`src/hw/rtl/imupfp_pkg.sv`:
```
// Package for the IMU packet field parser: widths, codes, result struct and the
// field length table. No dependencies.
package imupfp_pkg;

    localparam int NUM_FIELDS   = 23;
    localparam int NUM_GROUPS   = 7;
    localparam int FID_W        = 5;
    localparam int OFF_W        = 5;
    localparam int ST_W         = 2;

    localparam logic [7:0] SYNC_BYTE = 8'hFA;

    localparam logic [ST_W-1:0] ST_PAYLOAD  = 2'd0;
    localparam logic [ST_W-1:0] ST_BAD_SYNC = 2'd1;
    localparam logic [ST_W-1:0] ST_EMPTY    = 2'd2;

    typedef struct packed {
        logic             valid;
        logic [ST_W-1:0]  status;
        logic [FID_W-1:0] field_id;
        logic [OFF_W-1:0] byte_offset;
        logic [7:0]       data_byte;
        logic             last;
    } t_result;

    function automatic logic [OFF_W-1:0] fld_len(input logic [FID_W-1:0] f);
        logic [OFF_W-1:0] len;
        case (f)
            5'd0:  len = 5'd0;
            5'd1:  len = 5'd12;
            5'd2:  len = 5'd12;
            5'd3:  len = 5'd12;
            5'd4:  len = 5'd4;
            5'd5:  len = 5'd4;
            5'd6:  len = 5'd16;
            5'd7:  len = 5'd12;
            5'd8:  len = 5'd12;
            5'd9:  len = 5'd12;
            5'd10: len = 5'd12;
            5'd11: len = 5'd2;
            5'd12: len = 5'd2;
            5'd13: len = 5'd24;
            5'd14: len = 5'd24;
            5'd15: len = 5'd12;
            5'd16: len = 5'd12;
            5'd17: len = 5'd12;
            5'd18: len = 5'd12;
            5'd19: len = 5'd12;
            5'd20: len = 5'd12;
            5'd21: len = 5'd4;
            5'd22: len = 5'd4;
            default: len = 5'd0;
        endcase
        return len;
    endfunction

endpackage

```
`src/hw/rtl/imupfp_out_reg.sv`:
```
// Result register between the parser and the output channel.
// Depends on imupfp_pkg.
module imupfp_out_reg
    import imupfp_pkg::*;
(
    input  logic    i_clk,
    input  logic    i_rst_n,
    input  t_result i_result,
    input  logic    i_out_ready,
    output logic    o_load_ok,
    output t_result o_result
);

    logic    r_valid;
    t_result r_data;

    assign o_load_ok = !r_valid || i_out_ready;

    always_ff @(posedge i_clk) begin
        if (!i_rst_n) begin
            r_valid <= 1'b0;
        end else if (i_result.valid) begin
            r_valid <= 1'b1;
        end else if (i_out_ready) begin
            r_valid <= 1'b0;
        end
    end

    always_ff @(posedge i_clk) begin
        if (i_result.valid) begin
            r_data <= i_result;
        end
    end

    always_comb begin
        o_result       = r_data;
        o_result.valid = r_valid;
    end

endmodule

```
`config.mk`:
```
export PLATFORM = sky130hd
export DESIGN_NAME = imupfp_out_reg
export DESIGN_NICKNAME = d
export VERILOG_FILES = /design/src/hw/rtl/imupfp_pkg.sv /design/src/hw/rtl/imupfp_out_reg.sv
export SDC_FILE = /design/constraint.sdc
export NUM_CORES = 1
export LEC_CHECK = 0
export ABC_AREA = 1
export BUFFER_PORTS_ARGS = -buffer_cell sky130_fd_sc_hd__buf_2
export CAP_MARGIN = 40
export CORE_MARGIN = 4
export CORE_UTILIZATION = 25
export CTS_BUF_LIST = sky130_fd_sc_hd__clkbuf_8
export CTS_CLUSTER_SIZE = 20
export DETAILED_ROUTE_END_ITERATION = 16
export HOLD_SLACK_MARGIN = 0.06
export SYNTH_ARGS = -nofsm -noshare
export SYNTH_HDL_FRONTEND = slang
export SYNTH_SLANG_ARGS = --single-unit
```
`constraint.sdc`:
```
create_clock -name i_clk -period 0.8 [get_ports i_clk]
set_input_delay 0.04 -clock i_clk [delete_from_list [all_inputs] [get_ports i_clk]]
set_output_delay 0.04 -clock i_clk [all_outputs]
set_load 0.05 [all_outputs]
```
======== Word level (Yosys, flattened, before mapping) ========
Cells that the tools add are included.
storage, ports and cells
  bits in registers ....................... 22
  bits in latches ......................... 0
  RAM bits ................................ 0
  bits in read-only memories .............. 0
  input port bits ......................... 25
  output and inout bits ................... 23
  word-level logic and storage cells ...... 11
  memories ................................ 0
operators by class
  $add $sub $neg .......................... 0
  multipliers ............................. 0
  divide/modulo/power cells ............... 0
  order comparisons ....................... 0
  equal/unequal tests ..................... 0
  shifts and indexed selects .............. 0
  muxes and demuxes ....................... 2
  bitwise operators ....................... 0
  reduce and logical (&&, ||, !) cells .... 3
operator list
  operator            number
  2-to-1 mux 1 bit    2
  nonzero test 2 bit  1
  zero test 1 bit     1
  logical OR 1 bit    1

======== Logic depth before layout (Yosys ltp) ========
  depth after elaboration ................. 2
  gate-level depth with buffers ........... 3
  gate-level depth less buffers ........... 3

======== Worst setup path after synthesis ========
OpenSTA, ideal clock, no wires.
  path type ............................... register to register
  start point ............................. register, netlist name r_valid
  end point ............................... register r_valid
  library setup time ...................... 66 ps
  arrival ................................. 667 ps
  required time ........................... 734 ps
  path slack .............................. 67 ps
  stages on the path, launching flop included .. 3
  buffers on the path ..................... 0
  clock period less this slack ............ 733 ps
  cells stage by stage .................... dfxtp_1 > nand2_2 > a21oi_2
RTL lines
  element                 RTL line              source
  end signal: assignment  imupfp_out_reg.sv:21  r_valid <= 1'b0;
  end signal: assignment  imupfp_out_reg.sv:23  r_valid <= 1'b1;
  end signal: assignment  imupfp_out_reg.sv:25  r_valid <= 1'b0;
  end: declaration        imupfp_out_reg.sv:14  logic r_valid;

======== Worst setup path in the final report ========
  start point ............................. register r_valid
  end point ............................... output o_load_ok
on the way
  longest elaborated chain between the ends .. 2
ends and longest elaborated chain
  element           RTL line              source
  zero test 1 bit   imupfp_out_reg.sv:17  assign o_load_ok = !r_valid || i_out_ready;
  logical OR 1 bit  imupfp_out_reg.sv:17
  end: declaration  imupfp_out_reg.sv:10  output logic o_load_ok,
Every way passes these cells.

==> metrics <==
nets=129; Clock Path Buffers=2; flops & latches, synth=22; top-count cell post-synth=edfxtp_1; first-pass GRT wire length=2390 um; Die H=around 60 um; drt pass-1 iters=2; Setup Skew=0 ns; Antenna Nets Post-Route=0; leakage=0.620 nW; commonest register cell after synthesis=edfxtp_1; Clock Root Buffer=clkbuf_8; Fin Hold WS=0.179 ns; Die ar.=about 3600 sq um; Fmax=1140 MHz; R2R Setup Slk=0.04 ns; minimum clock period=0.874 ns; Core Area=2540 sq um; met1 wire length=599 um; Power Dens Cells=2010 nW/um^2; wire length on met2=approximately 790 um; CTS tree=yes; Synth async-reset ratio=0%; syn_nets=53; synth top area cells=edfxtp_1 (92%), dfxtp_1 (2.9%), inv_1 (1.6%); wire per inst=12.0 um; DR vias/cell=between 3 and 4; Synth cell types=6; Slew Viols, Final=0; Setup crit start=r_valid; failing checks=negative setup slack; Worst IR Drop VDD=1250 uV; largest net degree at the start of global routing=13; vias in the first global route=slightly below 600; placed inst area=990 sq um; outcome=finished with violations; worst skew pair latency=0.25 ns; Synth top cells by count=edfxtp_1 (21), inv_1 (3); Worst Setup Slack, final=-0.0741 ns; critical path fanouts, max=2; R2R depth=3; highest routed layer=met3; Mapped Cells=28; Avg Cell Area, Syn=about 24 sq um; IO Port Bufs=47; critical path data required time=0.76 ns; hold wc startpoint=i_out_ready; # setup viols final=23; Die Wd=60.3 um; initial core utilization=26.9%; post-synthesis cell area=684 sq um; CTS Buf Count=3; Max-slew headroom=92.9%; vias post-DR=525; GPL Wtd Cong=around 0.61; Hold Fails Final Rpt=0; RSZ-0062 raised after global routing=yes; site row count=18; share of cells above drive strength 1=between 50% and 60%; Crit path arrival time=0.83 ns; pre-CTS WS=0.126 ns; worst-margin pin slew=0.106 ns; Overflow after GRT=0; Post-synth EDFFs=21; Post-DP HPWL=around 1100 um; max-cap check violation count=0; Critical Path End Type=output port; CP startpoint kind=flop; utilization after layout=56.3%; clock transition at the registers of the reported paths=approximately 0.070 ns; Seq/Total Area, Yosys=95.1%; clock sink count=22; Synth Warn #=0; Period Utilization, post-route=109%; share of the synthesized area in the top cell type=92.1%; cell taking the most area after synthesis=edfxtp_1; Setup crit end=o_load_ok; Min-Delay Path Class=in -> reg; overall power=2.88 mW; Met3 Routed Length=around 210 um; Post-route DRC=0; Reg2Reg Capture Point=r_valid; Fillers=just over 200; Area growth syn-to-layout=109%; io pins=48; final WL=1600 um; DR iter-0 viols=3; design area=1430 sq um; Total GRT Usage=8.98%; antenna violations before repair=0; H-tree depth=1; ant diodes=0; R2R Path Start=r_valid; kind of critical path=reg -> out
-- critical path, cell delays in order, from the launching register on --
cell and delay (ns):
dfxtp_4 0.38, nand2_4 0.06, buf_8 0.15
-- flip-flops by register name, summed over array words and instances, names as in the netlist --
register / count
o_result: 21
r_valid: 1
-- what timing repair did --
item                                    in CTS  in global routing
endpoints found under the setup margin      23                 23
hold endpoints to repair                    22                  0
buffers inserted                             0                  1
gates resized for setup                     47                  4
hold buffers                                22                  0
pin swaps                                    1                  0
-- cells in the final DEF, fill, tap and decap left out, drive strengths merged --
cell type | synthesis | final
clkbuf | 0 | 4
dlygate4sd3 | 0 | 22
a21oi | 1 | 1
dfxtp | 1 | 1
edfxtp | 21 | 21
buf | 1 | 50
inv | 3 | 3
nand2 | 1 | 1
-- power by group --
part / switching [mW] / internal, mW / leakage [nW]
Combinational: 0.411 / 0.306 / 0.377
Sequential: 0.0439 / 1.36 / 0.214
Clock: 0.323 / 0.437 / 0.0288
Total: 0.779 / 2.10 / 0.620
-- stage by stage --
step / std cells / TNS (ns)
4_1_cts: 132 / -1.30
2_1_floorplan: 28 / 0
3_5_place_dp: 106 / 0
6_report: 133 / -1.04
5_1_grt: 133 / -1.79
3_3_place_gp: 106 / 0
-- how the worst min path moves through the flow --
stage          slack [ns]  cells after the start      endpoint
2_1_floorplan        0.14                      0   o_result[0]
3_3_place_gp         0.22                      1  o_result[13]
3_5_place_dp         0.22                      1   o_result[0]
4_1_cts              0.07                      4       r_valid
5_1_grt              0.19                      5       r_valid
6_report             0.18                      5       r_valid
-- logic make-up (layout without fill, tap and decap cells) --
kind of cell | count (synthesis) | after routing | share of synthesized area [%]
buffers and inverters | 4 | 79 | 2.74
AO/OA/AOI/OAI | 1 | 1 | 1.28
AND/OR/NAND/NOR | 1 | 1 | 0.915
flip-flops | 22 | 22 | 95.1
-- metal layers --
metal | GRT usage [%] | up-vias
li1 | - | 252
met1 | 9.43 | 240
met4 | 3.80 | 0
met5 | 0 | -
met3 | 4.10 | 0
met2 | 15.4 | 33
-- layout make-up --
type / count / area [sq um] / share of cell area (%)
tap: 30 / 37.5 / 2.62
inverter: 3 / 11.3 / 0.786
timing repair buffer: 72 / 654 / 45.7
clock buffer: 4 / 55.1 / 3.84
multi-input combinational: 2 / 20.0 / 1.40
sequential: 22 / 654 / 45.7
Note: power is estimated with default switching activity, not from simulation.
