<file path="src/hw/rtl/imupfp_pkg.sv">
// Package for the IMU packet field parser: widths, codes, result struct and the
// field length table. No dependencies.
package imupfp_pkg;

    localparam int NUM_FIELDS   = 23;
    localparam int NUM_GROUPS   = 7;
    localparam int FID_W        = 5;
    localparam int OFF_W        = 5;
    localparam int ST_W         = 2;

    localparam logic [7:0] SYNC_BYTE = 8'hFA;

    localparam logic [ST_W-1:0] ST_PAYLOAD  = 2'd0;
    localparam logic [ST_W-1:0] ST_BAD_SYNC = 2'd1;
    localparam logic [ST_W-1:0] ST_EMPTY    = 2'd2;

    typedef struct packed {
        logic             valid;
        logic [ST_W-1:0]  status;
        logic [FID_W-1:0] field_id;
        logic [OFF_W-1:0] byte_offset;
        logic [7:0]       data_byte;
        logic             last;
    } t_result;

    function automatic logic [OFF_W-1:0] fld_len(input logic [FID_W-1:0] f);
        logic [OFF_W-1:0] len;
        case (f)
            5'd0:  len = 5'd0;
            5'd1:  len = 5'd12;
            5'd2:  len = 5'd12;
            5'd3:  len = 5'd12;
            5'd4:  len = 5'd4;
            5'd5:  len = 5'd4;
            5'd6:  len = 5'd16;
            5'd7:  len = 5'd12;
            5'd8:  len = 5'd12;
            5'd9:  len = 5'd12;
            5'd10: len = 5'd12;
            5'd11: len = 5'd2;
            5'd12: len = 5'd2;
            5'd13: len = 5'd24;
            5'd14: len = 5'd24;
            5'd15: len = 5'd12;
            5'd16: len = 5'd12;
            5'd17: len = 5'd12;
            5'd18: len = 5'd12;
            5'd19: len = 5'd12;
            5'd20: len = 5'd12;
            5'd21: len = 5'd4;
            5'd22: len = 5'd4;
            default: len = 5'd0;
        endcase
        return len;
    endfunction

endpackage

</file>
<file path="src/hw/rtl/imupfp_core.sv">
// Parser state and per-byte decode: header tracking, field selection and
// payload tagging. Depends on imupfp_pkg.
module imupfp_core
    import imupfp_pkg::*;
(
    input  logic       i_clk,
    input  logic       i_rst_n,
    input  logic       i_accept,
    input  logic [7:0] i_rx_byte,
    input  logic       i_packet_start,
    output t_result    o_result
);

    localparam logic [1:0] PH_IDLE    = 2'd0;
    localparam logic [1:0] PH_GROUPS  = 2'd1;
    localparam logic [1:0] PH_MASKS   = 2'd2;
    localparam logic [1:0] PH_PAYLOAD = 2'd3;

    logic [1:0]            r_phase,   n_phase;
    logic [NUM_GROUPS-1:0] r_grp_rem, n_grp_rem;
    logic                  r_hi,      n_hi;
    logic [NUM_FIELDS-1:0] r_sel,     n_sel;
    logic [FID_W-1:0]      r_field,   n_field;
    logic [OFF_W-1:0]      r_off,     n_off;

    logic [NUM_GROUPS-1:0] grp_low;
    logic [NUM_FIELDS-1:0] above;
    logic [NUM_FIELDS-1:0] hdr_pick;
    logic [NUM_FIELDS-1:0] pay_pick;
    logic                  hdr_found, pay_found;
    logic [FID_W-1:0]      hdr_idx,   pay_idx;
    logic                  field_end;
    logic                  hdr_done;
    t_result               res;

    function automatic logic [FID_W:0] first_set(input logic [NUM_FIELDS-1:0] v);
        logic [FID_W:0] r;
        r = '0;
        for (int i = NUM_FIELDS - 1; i >= 0; i--) begin
            if (v[i]) begin
                r = {1'b1, FID_W'(i)};
            end
        end
        return r;
    endfunction

    assign grp_low = r_grp_rem & (~r_grp_rem + NUM_GROUPS'(1));

    always_comb begin
        for (int i = 0; i < NUM_FIELDS; i++) begin
            above[i] = (FID_W'(i) > r_field);
        end
    end

    always_comb begin
        n_sel = r_sel;
        if (i_accept && !i_packet_start) begin
            case (r_phase)
                PH_GROUPS: begin
                    n_sel = '0;
                end
                PH_MASKS: begin
                    if (!r_hi) begin
                        if (grp_low[2]) n_sel[7:1]   = i_rx_byte[7:1];
                        if (grp_low[5]) n_sel[19:12] = i_rx_byte;
                    end else begin
                        if (grp_low[2]) n_sel[11:8]  = i_rx_byte[3:0];
                        if (grp_low[5]) n_sel[22:20] = i_rx_byte[2:0];
                    end
                end
                default: begin
                end
            endcase
        end
    end

    assign hdr_pick                = n_sel;
    assign pay_pick                = r_sel & above;
    assign {pay_found, pay_idx}    = first_set(pay_pick);
    assign {hdr_found, hdr_idx}    = first_set(hdr_pick);
    assign field_end = ({1'b0, r_off} + 6'd1) >= {1'b0, fld_len(r_field)};

    always_comb begin
        n_phase   = r_phase;
        n_grp_rem = r_grp_rem;
        n_hi      = r_hi;
        n_field   = r_field;
        n_off     = r_off;
        res       = '0;
        hdr_done  = 1'b0;

        if (i_accept) begin
            if (i_packet_start) begin
                if (i_rx_byte != SYNC_BYTE) begin
                    n_phase    = PH_IDLE;
                    res.valid  = 1'b1;
                    res.status = ST_BAD_SYNC;
                end else begin
                    n_phase = PH_GROUPS;
                end
            end else begin
                case (r_phase)
                    PH_GROUPS: begin
                        n_grp_rem = i_rx_byte[NUM_GROUPS-1:0];
                        n_hi      = 1'b0;
                        if (i_rx_byte[NUM_GROUPS-1:0] == '0) begin
                            hdr_done = 1'b1;
                        end else begin
                            n_phase = PH_MASKS;
                        end
                    end
                    PH_MASKS: begin
                        if (r_hi) begin
                            n_grp_rem = r_grp_rem & ~grp_low;
                        end
                        n_hi     = ~r_hi;
                        hdr_done = r_hi && ((r_grp_rem & ~grp_low) == '0);
                    end
                    PH_PAYLOAD: begin
                        res.valid       = 1'b1;
                        res.status      = ST_PAYLOAD;
                        res.field_id    = r_field;
                        res.byte_offset = r_off;
                        res.data_byte   = i_rx_byte;
                        if (field_end) begin
                            n_off = '0;
                            if (pay_found) begin
                                n_field = pay_idx;
                            end else begin
                                res.last = 1'b1;
                                n_phase  = PH_IDLE;
                            end
                        end else begin
                            n_off = r_off + OFF_W'(1);
                        end
                    end
                    default: begin
                    end
                endcase

                if (hdr_done) begin
                    if (hdr_found) begin
                        n_field = hdr_idx;
                        n_off   = '0;
                        n_phase = PH_PAYLOAD;
                    end else begin
                        n_phase    = PH_IDLE;
                        res.valid  = 1'b1;
                        res.status = ST_EMPTY;
                    end
                end
            end
        end
    end

    always_ff @(posedge i_clk) begin
        if (!i_rst_n) begin
            r_phase   <= PH_IDLE;
            r_grp_rem <= '0;
            r_hi      <= 1'b0;
            r_sel     <= '0;
            r_field   <= '0;
            r_off     <= '0;
        end else begin
            r_phase   <= n_phase;
            r_grp_rem <= n_grp_rem;
            r_hi      <= n_hi;
            r_sel     <= n_sel;
            r_field   <= n_field;
            r_off     <= n_off;
        end
    end

    assign o_result = res;

    a_field_selected: assert property (@(posedge i_clk) disable iff (!i_rst_n)
        r_phase == PH_PAYLOAD |-> r_sel[r_field])
        else $error("payload field not selected");

    a_offset_in_field: assert property (@(posedge i_clk) disable iff (!i_rst_n)
        r_phase == PH_PAYLOAD |-> r_off < fld_len(r_field))
        else $error("byte offset beyond field length");

    a_status_fields: assert property (@(posedge i_clk) disable iff (!i_rst_n)
        (res.valid && res.status != ST_PAYLOAD) |->
            (res.field_id == '0 && res.byte_offset == '0 && res.data_byte == '0 && !res.last))
        else $error("non-payload result carries payload fields");

    a_sel_zero_bit: assert property (@(posedge i_clk) disable iff (!i_rst_n)
        !r_sel[0])
        else $error("zero-length field selected");

endmodule

</file>
<file path="config.mk">
export PLATFORM = sky130hd
export DESIGN_NAME = imupfp_core
export DESIGN_NICKNAME = d
export VERILOG_FILES = /design/src/hw/rtl/imupfp_pkg.sv /design/src/hw/rtl/imupfp_core.sv
export SDC_FILE = /design/constraint.sdc
export NUM_CORES = 1
export LEC_CHECK = 0
export BUFFER_PORTS_ARGS = -buffer_cell sky130_fd_sc_hd__buf_4
export CAP_MARGIN = 20
export CORE_ASPECT_RATIO = 1.5
export CORE_MARGIN = 4
export CORE_UTILIZATION = 32
export DETAILED_ROUTE_END_ITERATION = 16
export GPL_ROUTABILITY_DRIVEN = 1
export HOLD_SLACK_MARGIN = 0.12
export SYNTH_ARGS = -nofsm -noshare
export SYNTH_HDL_FRONTEND = slang
export SYNTH_SLANG_ARGS = --single-unit
</file>
<file path="constraint.sdc">
create_clock -name i_clk -period 5.57 [get_ports i_clk]
set_input_delay 1.114 -clock i_clk [delete_from_list [all_inputs] [get_ports i_clk]]
set_output_delay 1.114 -clock i_clk [all_outputs]
set_load 0.01 [all_outputs]
</file>
Word-level counts from Yosys, hierarchy flattened --
Memory sizes are Yosys's and may differ from the RTL's. A register that Yosys moved wholly into a read port is not among the register bits. Cells that the tools add are included.
Cells by class: equal/unequal tests 8, reduce and logical (&&, ||, !) cells 11, add/subtract/negate cells 3, magnitude comparators 24, bitwise operators 7, mux-type cells 92
Operators with widths (count):
- 2-to-1 mux 6 bit | 46
- 2-to-1 mux 5 bit | 11
- 2-to-1 mux 22 bit | 2
- case mux 22 bit (2 select lines) | 1
- > comparator 4 x 5 -> 1 bit (first input constant) | 8
- > comparator 5 bit (first input constant) | 7
- bitwise AND 23 bit | 1
- 2-to-1 mux 23 bit | 1
- 2-to-1 mux 7 bit | 3
- > comparator 3 x 5 -> 1 bit (first input constant) | 4
- 2-to-1 mux 19 bit | 1
- 2-to-1 mux 3 bit | 6
- 2-to-1 mux 8 bit | 2
- bitwise AND 7 bit | 2
- zero test 7 bit | 2
- NOT 7 bit | 2
- case mux 7 bit (2 select lines) | 1
- 2-to-1 mux 2 bit | 6
- inequality test 4 bit (second input constant) | 3
- > comparator 1 x 5 -> 1 bit (first input constant) | 2
- > comparator 2 x 5 -> 1 bit (first input constant) | 2
- 2-to-1 mux 4 bit | 2
- inequality test 8 bit (second input constant) | 1
- adder 7 x 1 -> 7 bit (second input constant) | 1
- 18 further kinds | 28
Word-level totals: register bits 43, bits in read-only memories 128, word-level logic and storage cells 152, output and inout bits 22, input port bits 12, memories 1
Memories:
- (name not given) | words 32, bits a word 4, rd ports 1, clocked after Yosys merged registers in 1, wr ports 0, line imupfp_pkg.sv:28 | case (f)

Depth between registers and ports, before layout --
Gate-level depths: netlist (run 1).
depth after elaboration 34, mapped depth 19, mapped depth without buffers 16

Worst setup path after synthesis (run 1) --
Ideal clock, no wire load.
path kind in2reg, start point input i_packet_start, end point register (tool-made name), setup time 0.079 ns, data arrival time 4.406 ns, stages on the path 14, data required time 5.491 ns, path slack 1.085 ns, buffers on the path 4, cell sequence buf_2 or4b_1 buf_2 a311o_1 or3_1 buf_2 o31a_1 buf_6 o32ai_1 nor2_1 ha_1 and3_1 a211o_1 o211ai_1
RTL lines:
- start: declaration | line imupfp_core.sv:10 | input logic i_packet_start,

==> results.json, run 1 <==
{
  "status": "finished clean",
  "row_count": 49,
  "slew_headroom": 0.447,
  "drive_gt1_frac": 0.116,
  "gr-total-overflow": 0,
  "cpMostUsedCell": "buf_4",
  "syn_avg_cell_area_um2": 7.12,
  "ctsRootBufferMaster": "clkbuf_16",
  "cp_max_fo": 11,
  "die_y_um": 144,
  "finalCritPeriodShare": 0.857,
  "hold_class": "reg -> reg",
  "antenna_found_initial": 0,
  "place_congestion": 0.942,
  "crit_buf_inv": 3,
  "max-cap-violations": 0,
  "drt_wl_total_mm": 13.8,
  "grt_max_degree": 27,
  "r2r_slack_ns": 0.94,
  "holdPathEnd": "r_sel[19]",
  "final_nets": 583,
  "p_leak_nw": 1.78,
  "fmax_ghz": 0.210,
  "final_hold_viol_count": 0,
  "routedWlPerCell_um": 19.3,
  "fin_skew_ns": 0.00656,
  "r2r_start": "r_phase[0]",
  "vias_per_cell": 6.06,
  "h-tree-depth": 2,
  "worst_slew_pin_slew_ns": 0.828,
  "grt_pass1_vias": 4273,
  "antenna_cells": 0,
  "crit_type": "in -> out",
  "syn_to_final_growth_pct": 12.3,
  "worst_ir_drop_vdd_mv": 0.116,
  "cts_sinks": 47,
  "cts_setup_buffers": 0,
  "dp_hpwl_mm": 10.3,
  "die_x_um": 98.9,
  "r2r_cells": 15,
  "worstHoldStart": "r_sel[19]",
  "dieArea_um2": 14300,
  "rsz0062_at_grt": "no",
  "postCtsHoldBufs": 0,
  "crit_family": "simple AND/OR/NAND/NOR gates",
  "finalPower_uw": 781,
  "synth-edff-count": 0,
  "path_cells": "buf_4 -> nor4b_2 -> nand2_1 -> buf_4 -> a311o_1 -> or3_1 -> nor3_1 -> a21o_1 -> o211a_1 -> buf_4",
  "grtUsageMet2": 0.345,
  "final_cell_mix": "nand2_1, nor2_1, a21oi_1, dfxtp_1, buf_4",
  "antenna_left": 0,
  "post_cts_resized": 0,
  "drc": 0,
  "syn-num-nets": 579,
  "ys_seq_area_frac": 0.237,
  "clk_latency_ns": 0.29,
  "cts_tree": "yes",
  "met1_usage": 0.216,
  "synthesis.area_um2": 3970,
  "layout_commonest_cell": "nand2_1",
  "synth-async-reset-ratio": 0,
  "yosys_warnings": 0,
  "start_util": 0.328,
  "tns_ns": 0,
  "drt_iter0_markers": 411,
  "syn_inst": 557,
  "numCtsBuffers": 5,
  "clock_path_buffers": 2,
  "ios": 34,
  "ys.flop_type": "dfxtp_1",
  "arrival_ns": 3.66,
  "min_period_ns": 4.77,
  "dr.pass1.iters": 5,
  "cp_slowest_cell": "nor4b_2",
  "grt_pass1_wl_mm": 22.2,
  "port_buffers": 33,
  "critPathMaxStageDelay_ns": 0.52,
  "crit_path_end_kind": "primary output",
  "core-area_um2": 12100,
  "track_usage": 0.194,
  "crit_required_ns": 4.46,
  "setup_violations": 0,
  "grt_util_met3": 0.0193,
  "slew_violations": 0,
  "synth-seq-cells": 47,
  "clkTransAtPathRegs_ns": 0.07,
  "ys_types": 70,
  "hold_depth": 2,
  "start_kind": "input pin",
  "vias": 4333,
  "top_usage_layer": "met2",
  "p_per_area_nw_per_um2": 175
}
-- layer usage --
layer / routed length (um) / vias up / part of all wire
met2: 6790 / 170 / 0.49
met3: 673 / 53 / 0.049
li1: - / 2067 / -
met1: 5400 / 2043 / 0.39
met4: 944 / 0 / 0.068
met5: 0 / - / 0
-- cell type report --
class	instances	area [um^2]
fill	1287	7620
multi-input combinational	442	2760
sequential	47	941
timing repair buffer	39	293
tap	153	191
clock buffer	6	139
inverter	26	97.6
clock inverter	2	35.0
-- worst max-delay path by stage --
| stage | start | end | slack, ns | cells past startpoint |
|---|---|---|---|---|
| 3_3_place_gp | i_packet_start | flip-flop | 0.74 | 15 |
| 4_1_cts | i_packet_start | o_result[21] | 0.81 | 10 |
| 3_5_place_dp | i_packet_start | flip-flop | 0.66 | 15 |
| 2_1_floorplan | i_packet_start | flip-flop | 1.09 | 14 |
| 6_report | i_packet_start | o_result[21] | 0.80 | 10 |
| 5_1_grt | r_phase[0] | flip-flop | 0.44 | 15 |
-- state kept, by name (all words and copies together), names as in the netlist, named ones only --
| register | count |
|---|---|
| r_field | 5 |
| r_grp_rem | 7 |
| r_hi | 1 |
| r_off | 5 |
| r_phase | 2 |
| r_sel | 23 |
-- kinds of logic (layout without fill, tap and decap cells) --
| kind of cell | Yosys count | in the layout | synth area share |
|---|---|---|---|
| compound gates | 178 | 178 | 0.303 |
| xor+xnor | 3 | 3 | 0.00663 |
| fa+ha+maj | 11 | 11 | 0.0341 |
| buf+inv | 68 | 73 | 0.0694 |
| flops | 47 | 47 | 0.237 |
| mux | 14 | 14 | 0.0369 |
| simple gates | 236 | 236 | 0.313 |
-- synth_stat cells (all sizes together), types with 5 or more instances --
| cell | count | area share |
|---|---|---|
| dfxtp | 47 | 0.24 |
| clkbuf | 34 | 0.032 |
| a22oi | 8 | 0.015 |
| nand3 | 15 | 0.022 |
| nor3 | 12 | 0.015 |
| and2 | 5 | 0.0079 |
| or4b | 6 | 0.015 |
| o31ai | 5 | 0.0095 |
| a21oi | 51 | 0.064 |
| a21boi | 6 | 0.011 |
| o31a | 5 | 0.011 |
| a32oi | 5 | 0.011 |
| and3 | 22 | 0.035 |
| o21a | 6 | 0.011 |
| a31oi | 5 | 0.0079 |
| a211oi | 10 | 0.019 |
| o211ai | 10 | 0.019 |
| nor4 | 10 | 0.016 |
| nand2b | 8 | 0.013 |
| mux2 | 5 | 0.014 |
| nor2 | 57 | 0.054 |
| inv | 26 | 0.025 |
| buf | 8 | 0.013 |
| nor2b | 12 | 0.019 |
| nand2 | 62 | 0.059 |
| mux2i | 9 | 0.023 |
| ha | 10 | 0.032 |
| o21ai | 26 | 0.033 |
-- stage by stage --
step	instances	instance area [um^2]	utilization	setup WS, ns	hold slack (ns)
floorplan	557	3970	-	1.09	0.455
global placement	707	4280	0.355	0.743	0.478
detailed placement	707	4280	0.355	0.662	0.480
CTS	715	4460	0.369	0.806	0.489
global route	715	4460	0.369	0.443	0.540
finish	715	4460	0.369	0.799	0.491
-- tightest hold or removal path: stages, from the launching register on --
cell     delay, ns
dfxtp_1       0.33
nand2_1       0.06
a21oi_1       0.06
-- where the power goes --
part,switching [mW],internal (mW),total [mW]
combinational,0.0531,0.0241,0.0771
sequential,0.00448,0.339,0.344
clock,0.137,0.224,0.361
total,0.195,0.587,0.781
Note: power is estimated with default switching activity, not from simulation.
==> inputs of run 2 (changes only) <==
Clock period 5.57 ns to 4.51 ns, I/O delays scaled along.
==> run 2 against run 1 <==
Compared with the run above: combinational power rose by 27%; wire length down 2.2%; sequential share of layout area shrank 0.51 points; design area grew 2.5%; non-clock buffer count is 18 higher; sequential power up 23%; final cell count grew 2.5%; power up 16%; critical path depth stayed put; largest cell class unchanged.
==> results.json, run 2 (synthesized netlist as in run 1, its figures left out) <==
{
  "drive_gt1_frac": 0.143,
  "ctsRootBufferMaster": "clkbuf_16",
  "routedWlPerCell_um": 18.4,
  "cts_tree": "yes",
  "slew_headroom": 0.441,
  "cts_sinks": 47,
  "crit_required_ns": 3.61,
  "clock_path_buffers": 2,
  "die_y_um": 144,
  "postCtsHoldBufs": 0,
  "tns_ns": 0,
  "vias": 4389,
  "dp_slack_ns": 0.253,
  "reg.largest.list": "r_sel x23, r_grp_rem x7",
  "hold_depth": 2,
  "max-cap-violations": 0,
  "crit_path_end_kind": "primary output",
  "status": "finished clean",
  "antenna_found_initial": 0,
  "fmax_ghz": 0.237,
  "r2r_cells": 16,
  "worst_ir_drop_vdd_mv": 0.190,
  "num-fill-cells": 1240,
  "crit_type": "reg -> out",
  "drc": 0,
  "finalCritPeriodShare": 0.937,
  "grt_pass1_wl_mm": 21.9,
  "start_util": 0.328,
  "antenna_cells": 0,
  "worst_slew_pin_slew_ns": 0.837,
  "worstHoldStart": "r_grp_rem[6]",
  "setup.worst_path.start": "r_phase[0]",
  "start_kind": "flip-flop",
  "hold_class": "reg -> reg",
  "grt_pass1_vias": 4274,
  "gr-total-overflow": 0,
  "dr.pass1.iters": 5,
  "p_per_area_nw_per_um2": 199,
  "finalPower_uw": 909,
  "path_cells": "inv_1 -> ha_1 -> or4b_1 -> nor2_1 -> a211oi_1 -> or3_1 -> nor3_1 -> a21o_1 -> o211a_1 -> buf_4",
  "clk_latency_ns": 0.30,
  "post_cts_resized": 0,
  "arrival_ns": 3.32,
  "p_leak_nw": 1.85,
  "die_x_um": 98.9,
  "setup_slack_ns": 0.285,
  "cp_slowest_cell": "or4b_1",
  "final_nets": 601,
  "cp_max_fo": 9,
  "layout_commonest_cell": "nand2_1",
  "dieArea_um2": 14300,
  "setup_violations": 0,
  "cts_setup_buffers": 0,
  "track_usage": 0.189,
  "rsz0062_at_grt": "no",
  "h-tree-depth": 2,
  "row_count": 49,
  "finish.utilization": 0.378,
  "dp.cells": 725,
  "largest_register": "r_sel",
  "min_period_ns": 4.22,
  "slew_violations": 0,
  "numCtsBuffers": 5,
  "core-area_um2": 12100,
  "fin_skew_ns": 0.00914,
  "drt_iter0_markers": 375,
  "dp_hpwl_mm": 10.2,
  "drt_wl_total_mm": 13.5,
  "antenna_left": 0,
  "clkTransAtPathRegs_ns": 0.07,
  "final_hold_viol_count": 0,
  "ios": 34,
  "r2r_start": "r_phase[0]",
  "layout.cells.non_filler": 733,
  "critPathMaxStageDelay_ns": 0.59,
  "final_cell_mix": "nand2_1, nor2_1, buf_4, a21oi_1, dfxtp_1",
  "holdPathEnd": "r_grp_rem[6]",
  "r2r_slack_ns": 0.32,
  "largest_reg_flops": 23,
  "grt_max_degree": 27,
  "place_congestion": 0.970,
  "port_buffers": 33,
  "vias_per_cell": 5.99,
  "syn_to_final_growth_pct": 15.1
}
[run 2: worst max-delay path by stage]
stage,slack [ns],to
after global placement,0.31,flip-flop
final,0.29,o_result[21]
after floorplan,0.24,flip-flop
after detailed placement,0.25,flip-flop
after global routing,0.008,flip-flop
after CTS,0.28,o_result[21]
[run 2: worst max-delay path: cells and delay by family (launching register included)]
kind | cells | cell delay [ns]
buffers and inverters | 2 | 0.19
DFF | 1 | 0.36
adders and majority gates | 1 | 0.44
AOI/OAI and AO/OA | 3 | 0.46
and+or+nand+nor | 4 | 1.57
[run 2: area by class of cell]
type,instances,area [um^2],area share
clock inverters,3,25.0,0.00548
well taps,153,191,0.0419
inverters,26,97.6,0.0214
multi-input cells,442,2760,0.604
flip-flops and latches,47,941,0.206
clock buffers,5,125,0.0274
repair buffers,57,428,0.0937
[run 2: through the flow]
step,hold slack [ns],cell area [um^2]
after floorplan,0.455,3970
after global placement,0.480,4420
after detailed placement,0.489,4420
after CTS,0.500,4570
after global routing,0.513,4570
final,0.498,4570
[run 2: routing by layer]
| metal | routed length [um] | up-vias | track usage | part of all wire |
|---|---|---|---|---|
| li1 | - | 2102 | - | - |
| met1 | 5230 | 2087 | 0.211 | 0.39 |
| met2 | 7000 | 159 | 0.347 | 0.52 |
| met3 | 611 | 41 | 0.0193 | 0.045 |
| met4 | 669 | 0 | 0.104 | 0.050 |
| met5 | 0 | - | 0 | 0 |
[run 2: power by group]
| group | total, mW | internal [mW] | leakage (nW) | switching, mW |
|---|---|---|---|---|
| clock | 0.388 | 0.208 | 0.0700 | 0.180 |
| combinational | 0.0976 | 0.0316 | 1.40 | 0.0660 |
| sequential | 0.424 | 0.419 | 0.379 | 0.00509 |
| total | 0.909 | 0.658 | 1.85 | 0.251 |
==> inputs of run 3 (changes only) <==
Settings changed: HOLD_SLACK_MARGIN 0.12 to 0.03.
Clock period 4.51 ns to 4.2 ns, I/O delays scaled along.
==> run 3 against run 2 <==
Compared with the run above: power rose by 7.9%; via count grew 1.6%; final cell count is 1.1% higher; setup slack lost 0.11 ns; utilization grew 0.99 points; critical path depth unchanged; global-route usage up 0.19 points; non-clock buffer count increased by 8; register-to-register slack worse by 0.08 ns; clock skew down 0.0035 ns; clock power increased by 6.7%; combinational power up 14%; critical endpoint unchanged; largest power group unchanged.
==> results.json, run 3 (synthesized netlist as in run 1, its figures left out) <==
{
  "p_leak_nw": 1.91,
  "numCtsBuffers": 5,
  "clkTransAtPathRegs_ns": 0.07,
  "port_buffers": 33,
  "routedWlPerCell_um": 18.5,
  "worst_slew_pin_slew_ns": 0.870,
  "ctsRootBufferMaster": "clkbuf_16",
  "crit_buf_inv": 3,
  "seq_area_um2": 942,
  "fmax_ghz": 0.249,
  "antenna_cells": 0,
  "largest_reg_flops": 23,
  "syn_to_final_growth_pct": 18.2,
  "h-tree-depth": 2,
  "setup_violations": 0,
  "final_nets": 609,
  "cpMostUsedCell": "buf_4",
  "hold_class": "reg -> reg",
  "vias_per_cell": 6.02,
  "slew_headroom": 0.419,
  "grt_max_degree": 23,
  "cts_sinks": 47,
  "dieArea_um2": 14300,
  "stdcell_area_um2": 4690,
  "clock_path_buffers": 2,
  "rsz0062_at_grt": "no",
  "postCtsHoldBufs": 0,
  "place_area_um2": 4490,
  "crit_family": "simple AND/OR/NAND/NOR gates",
  "crit_required_ns": 3.36,
  "max-cap-violations": 0,
  "die_y_um": 144,
  "worst_ir_drop_vdd_mv": 0.184,
  "dr.pass1.iters": 5,
  "drc": 0,
  "p_per_area_nw_per_um2": 209,
  "vias": 4459,
  "die_x_um": 98.9,
  "num-fill-cells": 1268,
  "crit_path_end_kind": "primary output",
  "antenna_left": 0,
  "critPathMaxStageDelay_ns": 0.53,
  "clk_latency_ns": 0.30,
  "track_usage": 0.191,
  "min_period_ns": 4.02,
  "row_count": 49,
  "slew_violations": 0,
  "r2r_slack_ns": 0.24,
  "antenna_found_initial": 0,
  "final_hold_viol_count": 0,
  "grt_pass1_vias": 4323,
  "drt_iter0_markers": 315,
  "dp_hpwl_mm": 10.4,
  "largest_register": "r_sel",
  "drt_wl_total_mm": 13.7,
  "reg.largest.list": "r_sel x23, r_grp_rem x7",
  "grt_pass1_wl_mm": 22.0,
  "cp_max_fo": 9,
  "drive_gt1_frac": 0.167,
  "final_cell_mix": "buf_4, nand2_1, nor2_1, a21oi_1, dfxtp_1",
  "gr-total-overflow": 0,
  "crit_type": "reg -> out",
  "core-area_um2": 12100,
  "arrival_ns": 3.18,
  "multi_input_area_um2": 2820,
  "status": "finished clean",
  "ios": 34,
  "cts_tree": "yes",
  "tns_ns": 0,
  "start_kind": "flip-flop",
  "fin_skew_ns": 0.00565,
  "place_congestion": 0.966,
  "path_cells": "inv_1 -> ha_4 -> or4b_1 -> a311o_1 -> or3_1 -> buf_4 -> nor3_4 -> a21o_1 -> o211a_1 -> buf_4",
  "cp_slowest_cell": "or4b_1",
  "layout_commonest_cell": "buf_4",
  "finalCritPeriodShare": 0.957,
  "start_util": 0.328
}
## run 3: cell count changes in the layout (fill, tap and decap cells not counted), sizes merged
cell	before	now
buf	57	65
## run 3: repair_timing
item                                    CTS  global route
endpoints found under the setup margin    2             5
gates resized for setup                   4             6
buffers inserted                          0             0
## run 3: through the flow
step / setup slack, ns / instances / utilization / hold slack, ns / power, mW
5_1_grt: 0.00491 / 741 / 0.388 / 0.510 / 1.02
3_3_place_gp: 0.106 / 733 / 0.372 / 0.480 / 0.569
3_5_place_dp: 0.0238 / 733 / 0.372 / 0.486 / 0.570
6_report: 0.179 / 741 / 0.388 / 0.498 / 0.981
2_1_floorplan: 0.00224 / 557 / - / 0.455 / 0.531
4_1_cts: 0.0585 / 741 / 0.386 / 0.496 / 0.987
## run 3: final cells by class
type | count | share of cell area
multi-input combinational | 442 | 0.601
timing repair buffer | 65 | 0.104
clock inverter | 3 | 0.00534
sequential | 47 | 0.201
tap | 153 | 0.0408
clock buffer | 5 | 0.0267
inverter | 26 | 0.0208
## run 3: path summary, 6_finish.rpt
path / from / end / cells after the start
setup / recovery: r_phase[0] / o_result[21] / 10
hold / removal: r_sel[19] / r_sel[19] / 2
setup reg to reg: r_field[0] / flip-flop / 12
hold reg to reg: r_sel[19] / r_sel[19] / 2
## run 3: per-layer routing
layer | vias to the layer above | track usage | share of wire
met5 | - | 0 | 0
met4 | 0 | 0.121 | 0.064
met3 | 54 | 0.0150 | 0.054
met2 | 189 | 0.344 | 0.50
met1 | 2098 | 0.215 | 0.38
li1 | 2118 | - | -
## run 3: worst reg2reg max path, stage by stage (launching register included)
cell	delay [ns]
dfxtp_1	0.72
nand4_1	0.22
a2bb2oi_1	0.35
and4b_1	0.29
or3b_1	0.45
o21ai_0	0.52
o32ai_2	0.20
nor2_1	0.16
ha_1	0.20
inv_1	0.06
or4b_1	0.49
o211ai_1	0.10
o2bb2ai_1	0.14
## run 3: power breakdown
part,internal (mW),switching [mW]
logic,0.0387,0.0727
registers,0.450,0.00609
clock network,0.223,0.191
